[src/sv/kwq_ram.sv]
module kwq_ram #(
  parameter int Width = 16,
  parameter int Depth = 16,
  localparam int AW   = (Depth > 1) ? $clog2(Depth) : 1
) (
  input  logic             clk_i,
  input  logic             we_i,
  input  logic [AW-1:0]    waddr_i,
  input  logic [Width-1:0] wdata_i,
  input  logic [AW-1:0]    raddr_i,
  output logic [Width-1:0] rdata_o
);

  logic [Width-1:0] mem_q [Depth];
  logic [Width-1:0] rdata_q;

  always_ff @(posedge clk_i) begin
    if (we_i) begin
      mem_q[waddr_i] <= wdata_i;
    end
    rdata_q <= mem_q[raddr_i];
  end

  assign rdata_o = rdata_q;

endmodule

[config.mk]
export PLATFORM = sky130hd
export DESIGN_NAME = kwq_ram
export DESIGN_NICKNAME = d
export VERILOG_FILES = /design/src/sv/kwq_ram.sv
export SDC_FILE = /design/constraint.sdc
export NUM_CORES = 1
export LEC_CHECK = 0
export BUFFER_PORTS_ARGS = -buffer_cell sky130_fd_sc_hd__clkbuf_2
export CORE_UTILIZATION = 45
export DETAILED_ROUTE_END_ITERATION = 16
export HOLD_SLACK_MARGIN = 0.02
export PLACE_DENSITY = 0.68
export SYNTH_ARGS = -nofsm -noshare
export SYNTH_HDL_FRONTEND = slang
export SYNTH_SLANG_ARGS = --single-unit
export TNS_END_PERCENT = 50
[constraint.sdc]
create_clock -name clk_i -period 2.12 [get_ports clk_i]
set_input_delay 0.106 -clock clk_i [delete_from_list [all_inputs] [get_ports clk_i]]
set_output_delay 0.106 -clock clk_i [all_outputs]
set_load 0.1 [all_outputs]
== Yosys cells after proc, flatten, opt, wreduce, memory -nomap -nowiden ==
Memories as Yosys holds them, arrays and structs flattened. A register that Yosys moved wholly into a read port is not among the register bits.
Cells that the tools add are included.

* $mul: 0
* Divide/modulo/power cells: 0
* $add $sub $neg: 0
* Eq/ne operators: 0
* Shift operators: 0
* Reductions and logical operators: 0
* Bitwise logic cells: 0
* Multiplexer cells: 2
* Magnitude comparators: 0

{| class="wikitable"
|+ Operators by type and width
! operator !! count
|-
| $mux 1 || 2
|}

* Input port bits: 26
* Register bits after elaboration: 0
* ROM bits: 0
* Latch bits: 0
* Memories: 1
* RAM bits: 256
* Word-level logic and storage cells: 3
* Output and inout bits: 16

{| class="wikitable"
|+ Memories
! name !! depth !! width !! rd ports !! clocked after memory_dff !! wr ports !! RTL line !! RTL
|-
| mem_q || 16 || 16 || 1 || 1 || 1 || 14 || <nowiki>logic [Width-1:0] mem_q [Depth];</nowiki>
|}

== Depth between registers and ports, before layout ==
Gate-level depths: netlist (run 1).

* Word-level depth: 2
* Mapped depth: 5
* Depth with buffers taken out: 3

== Worst setup path after synthesis (run 1) ==
OpenSTA, ideal clock, no wires.

* Path type: input port to flip-flop
* Start point: input port waddr_i[2]
* End point: memory mem_q[0][0], enable pin
* Arrival time: 1752 ps
* Required time: 1711 ps
* Slack: -41 ps
* Stages on the path: 2
* Setup time: 409 ps
* Path buffers: 0
* Cells stage by stage: or3b_2 > nor3_1

{| class="wikitable"
|+ RTL lines
! element !! RTL line !! RTL
|-
| from (decl) || 8 || <nowiki>input logic [AW-1:0] waddr_i,</nowiki>
|-
| to (decl) || 14 ||
|}

Straight into the memory's write port.

== Final worst setup path (run 1) ==
* Start point: register rdata_q[5], in the netlist rdata_o[5] (read register of mem_q)
* End point: output port rdata_o[5]

{| class="wikitable"
|+ RTL lines
! element !! RTL line !! RTL
|-
| from (decl) || 15 || <nowiki>logic [Width-1:0] rdata_q;</nowiki>
|-
| to (decl) || 11 || <nowiki>output logic [Width-1:0] rdata_o</nowiki>
|}

No word-level cell between the ends.

==> results of run 1 <==
-- path summary, 6_finish.rpt --
kind | startpoint | endpoint | depth (start not counted)
hold reg to reg | mem_q[15][4]$_DFFE_PP_ | rdata_o[4]$_DFF_P_ | 3
hold / removal | wdata_i[11] | mem_q[5][11]$_DFFE_PP_ | 1
setup / recovery | rdata_o[5]$_DFF_P_ | rdata_o[5] | 1
setup reg to reg | mem_q[9][9]$_DFFE_PP_ | rdata_o[9]$_DFF_P_ | 3
-- layout make-up --
| class | count | area share, % |
|---|---|---|
| clock buffers | 33 | 6.00 |
| clock inverters | 15 | 1.46 |
| multi-input cells | 139 | 16.7 |
| flip-flops and latches | 272 | 67.8 |
| well taps | 280 | 2.97 |
| repair buffers | 82 | 5.07 |
-- what timing repair did --
item	CTS	global route
hold buffers	13	0
setup endpoints to repair	0	0
endpoints found under the hold margin	208	0
-- placed cells by master (no fill, tap or decap) --
cell type        n
nor3_2           3
dfxtp_1         16
bufinv_16        4
or3b_2           1
clkbuf_1         5
dlygate4sd3_1   13
nand2b_1         2
clkinv_2         2
nor2_1           1
clkinv_1         7
nand3_1          1
buf_4           25
clkbuf_8         1
and2_1           1
nor2b_1          2
nor3_4           1
mux4_2          54
clkbuf_16       27
clkinv_4         1
nand2_1         17
nand3b_1         2
clkinvlp_4       1
buf_12           4
edfxtp_1       256
a22oi_1         32
nor2_2          12
mux4_1          10
clkbuf_2        40
-- sequential cells by signal (all words and copies together) (netlist names) --
signal / count
rdata_o: 16
mem_q: 256
-- power by group through the flow --
stage               Sequential (µW)  Combinational [µW]  Clock (µW)
floorplan                      6410                 293           0
global placement               6160                 787           0
detailed placement             6170                 802           0
CTS                            6050                 823        4750
global route                   6060                 861        4950
finish                         6050                 812        4700
-- per-stage QoR --
| step | utilization (%) | std cells | worst slack, ps | area (µm²) | power, µW |
|---|---|---|---|---|---|
| finish | 54.1 | 821 | 660 | 11800 | 11600 |
| global route | 54.1 | 821 | 615 | 11800 | 11900 |
| CTS | 54.1 | 821 | 624 | 11800 | 11600 |
| detailed placement | 49.5 | 760 | 330 | 10800 | 6970 |
| global placement | 49.5 | 760 | 345 | 10800 | 6940 |
| floorplan | - | 432 | 259 | 10000 | 6710 |
-- per-layer routing --
metal / global-route usage (%) / vias to the layer above / wire length [µm]
met5: 0 / - / 0
met4: 5.00 / 0 / 487
met2: 31.7 / 166 / 10200
met1: 24.5 / 2466 / 8280
met3: 2.89 / 43 / 1190
li1: - / 2014 / -
-- cells by family after synthesis --
| family | after synthesis |
|---|---|
| simple gates | 43 |
| mux | 64 |
| flops | 272 |
| buf+inv | 21 |
| compound gates | 32 |
==> summary.txt, run 1 <==
Synthesis
  • Syn avg cell area: 23.2 µm²
  • Synth Area in XOR/XNOR: 0%
  • Synth top area share: between 70% and 80%
  • Post-Synth Adder-Cell Area: 0%
  • Post-synth EDFFs: between 200 and 300
  • Post-synth net total: 458
  • Mux cell area share after synthesis: 14.7%
  • Post-synth top area cell: edfxtp_1
  • Synth Area in Compound Gates: under 10%
  • Post-synthesis sequential area ratio: about 80%
  • Post-Synth Simple-Gate Area: 1.92%
  • Flop and latch count out of synthesis: 272
  • Yosys cell types: 19
  • Gate Count Post-Synth: 432
  • Primary FF master, synth: edfxtp_1
  • Synth warn: 0
  • Top cells by area, synth: edfxtp_1, mux4_2, dfxtp_1
  • Main combinational cell family by area after synthesis: multiplexers
  • Post-synth top cells: edfxtp_1, mux4_2, a22oi_1, nand2_1, dfxtp_1
  • Most frequent cell after synthesis: edfxtp_1
  • Asr flop ratio synth: 0%
  • Cell area after synthesis: 10000 µm²

Clock network
  • Clk_lat worst skew: 520 ps
  • CTS tree: done
  • Setup bufs post-CTS: 0
  • # resized after CTS: 0
  • Total clock sinks: 272
  • Clk root buf: clkbuf_16
  • Longest Clk Path Bufs: 3
  • Clk slew on worst S/H paths: ~60 ps
  • CTS H-tree lvls: 1
  • Total CTS buffers: 27

Layout
  • ANT cells: 0
  • Area delta synth->final: 17.5%
  • Register Area: approximately 8000 µm²
  • Nets: ~550
  • Layout cells sized above 1: approximately 33%
  • Fillers: around 1.6k
  • Multi-input logic area: roughly 2000 µm²

Drt
  • Post-Route WL: between 20000 and 25000 µm
  • DRC: 0
  • Pre-Repair DR Iteration Count: 4
  • Vias per cell: 5.71
  • DRT antenna net count: 0
  • WL/cell: ~25 µm
  • DRT iter0 DRCs: 371
  • Via count: between 4k and 5k

Floorplanning
  • Die X: around 150 µm
  • Core Area: 21800 µm²
  • Die area: about 23000 µm²
  • # rows: 54
  • Initial Util: 46.0%
  • Die height: between 150 and 200 µm
  • IO Count: 42

Worst setup path
  • CP Max Fanout: 1
  • Crit-path cells: clkbuf_2
  • Crit-path slowest cell: clkbuf_2
  • CP max stage delay: roughly 480 ps
  • CP Buf/Inv Count: 1
  • CP arrival: 1350 ps
  • Reg-to-reg setup timing slack: around 810 ps
  • Worst setup EP type: output port
  • CP required: between 2000 and 2500 ps
  • Startpoint types: flop
  • Setup CP Type: flop to output port
  • Delay-heaviest family, CP: buffers and inverters

STA
  • Relative slew slack: a little under two thirds
  • Skew final: 7.20 ps
  • RSZ-0062 raised after global routing: no
  • Final setup violating endpoints: 0
  • Setup tns final: 0 ps
  • Period minus WS final: 1460 ps
  • F_max: 685 MHz
  • Final period util: between 60 and 70%
  • Worst Tran Pin Value: 549 ps
  • Hold slack: about 36 ps
  • Max Slew Vio Count: 0
  • Fin. Hold Viols: 0

Placement
  • Post-DP HPWL: about 11000 µm
  • Port Buffers: 41
  • GPL Wtd Cong: 0.713

Global routing
  • GRT Overall Usage: between 10% and 20%
  • Largest net degree at the start of global routing: 65
  • Number of global-route vias before repair: just under 5k
  • First-pass GRT wire length: ~30000 µm
  • Total grt overflow: 0
  • Initial antenna violation count: 0

Pwr
  • Comb pwr share: under 10%
  • Power per Cell Area: 979 nW/µm²
  • Internal power: around 9100 µW
  • VDD IR-drop max: 0.454 mV
  • Clk pwr share: between 40 and 50%
  • Switching share of power: around a fifth
  • Leakage: about 0.0039 µW
  • NetSw: roughly 2500 µW
  • Reg power frac: a little over half

Flow run
  • MaxCap Viol Count: 0

Hold path
  • Worst min-delay path category: input port to flop

Run status
  • Status: finished, final reports clean
(Power assumes the default switching activity.)
==> run 2, diff against run 1 <==
- PLACE_DENSITY: 0.68 -> 0.65
- clock period: 2.12 -> 1.45 ns (I/O delays scaled with it)
==> summary.txt, run 2 (synthesized netlist as in run 1, its figures left out) <==
Run status
  • Status: finished, final reports clean

Layout
  • Area delta synth->final: 21.4%
  • Top reg by flops: mem_q
  • Most frequent cells in the layout: edfxtp_1, mux4_2, clkbuf_2, a22oi_1, clkbuf_16
  • ANT cells: 0
  • Nets: around 550
  • Layout cells sized above 1: roughly a third
  • Post-route insts no fill: 827
  • Largest register FFs: 256
  • Leading cell type in the layout, fill and taps excluded: edfxtp_1

STA
  • Hold slack: 91.7 ps
  • Period minus WS final: ~1400 ps
  • Fin. Hold Viols: 0
  • RSZ-0062 raised after global routing: no
  • Worst Tran Pin Value: ~550 ps
  • F_max: between 700 and 800 MHz
  • Relative slew slack: 63.3%
  • Max Slew Vio Count: 0
  • Final setup violating endpoints: 0
  • Setup tns final: 0 ps
  • Skew final: 6.51 ps
  • Final period util: 95.3%

Placement
  • GPL Wtd Cong: between 0.7 and 0.8
  • Placed insts: 764
  • Post-DP HPWL: 11300 µm
  • Port Buffers: 41

Worst setup path
  • Crit-path slowest cell: clkbuf_2
  • CP Max Fanout: 1
  • Startpoint types: flop
  • CP arrival: approximately 1300 ps
  • Crit-path cells: clkbuf_2
  • Reg2reg path depth: 3
  • CP Buf/Inv Count: 1
  • Setup CP Type: flop to output port
  • CP required: approximately 1400 ps
  • Delay-heaviest family, CP: buffers and inverters
  • CP max stage delay: ~460 ps
  • CP Depth: 1
  • Worst setup EP type: output port

Drt
  • Vias per cell: about 5.8
  • DRT iter0 DRCs: 438
  • DRC: 0
  • WL/cell: 24.7 µm
  • Via count: 4767
  • Post-Route WL: slightly above 20000 µm
  • Pre-Repair DR Iteration Count: 5
  • DRT antenna net count: 0

Floorplanning
  • Die X: ~150 µm
  • Die area: 22900 µm²
  • Core Area: approximately 22000 µm²
  • # rows: 54
  • Initial Util: 46.0%
  • IO Count: 42
  • Die height: 151 µm

Global routing
  • Initial antenna violation count: 0
  • Largest net degree at the start of global routing: 26
  • Number of global-route vias before repair: between 4k and 5k
  • GRT Overall Usage: a little under a fifth
  • First-pass GRT wire length: 30700 µm
  • Total grt overflow: 0

Clock network
  • Setup bufs post-CTS: 0
  • Total CTS buffers: 26
  • Longest Clk Path Bufs: 3
  • Clk slew on worst S/H paths: around 60 ps
  • Clk root buf: clkbuf_16
  • Clk_lat worst skew: about 530 ps
  • CTS H-tree lvls: 1
  • CTS tree: done
  • Total clock sinks: 272

Hold path
  • Worst min-delay path category: input port to flop
  • Hold Crit Depth: 3

Flow run
  • MaxCap Viol Count: 0

Pwr
  • Final Power: 17500 µW
  • VDD IR-drop max: approximately 0.95 mV
  • Power per Cell Area: about 1400 nW/µm²
  • Leakage: 0.00403 µW
==> run 2: repair_timing <==
action                                  4_1_cts  5_1_grt
endpoints found under the hold margin       256        0
resized for setup                             3        2
endpoints found under the setup margin        3        2
hold buffers                                 16        0
==> run 2: layout make-up <==
class	count	area, µm²
Tap cell	280	350
Fill cell	1575	9630
Clock buffer	37	783
Sequential cell	272	8010
Clock inverter	10	174
Timing Repair Buffer	89	891
Multi-Input combinational cell	139	1990
==> run 2: through the flow <==
stage	worst slack (ps)	util, %	cell area (µm²)
finish	67.8	55.9	12200
detailed placement	-8.00	50.7	11100
CTS	16.4	55.9	12200
floorplan	-258	-	10100
global route	18.7	55.9	12200
global placement	-26.0	50.7	11100
==> run 2: routing by layer <==
metal	global-route usage [%]	share of wire (%)	routed length [µm]	vias to the layer above
met3	2.86	6.3	1280	40
met2	29.5	48	9780	165
li1	-	-	-	2028
met5	0	0	0	-
met1	27.7	43	8870	2534
met4	5.90	2.5	519	0
==> run 2: power breakdown <==
group	internal, µW	leakage [µW]	switching (µW)
Sequential	8790	0.00245	53.1
Combinational	411	0.00111	840
Clock	4630	0.000474	2760
==> run 2: path summary, 6_finish.rpt <==
path / startpoint / end / slack (ps)
hold / removal: waddr_i[1] / mem_q[4][9]$_DFFE_PP_ / 90
setup reg to reg: mem_q[1][1]$_DFFE_PP_ / rdata_o[1]$_DFF_P_ / 160
setup / recovery: rdata_o[11]$_DFF_P_ / rdata_o[11] / 70
hold reg to reg: mem_q[14][6]$_DFFE_PP_ / rdata_o[6]$_DFF_P_ / 670
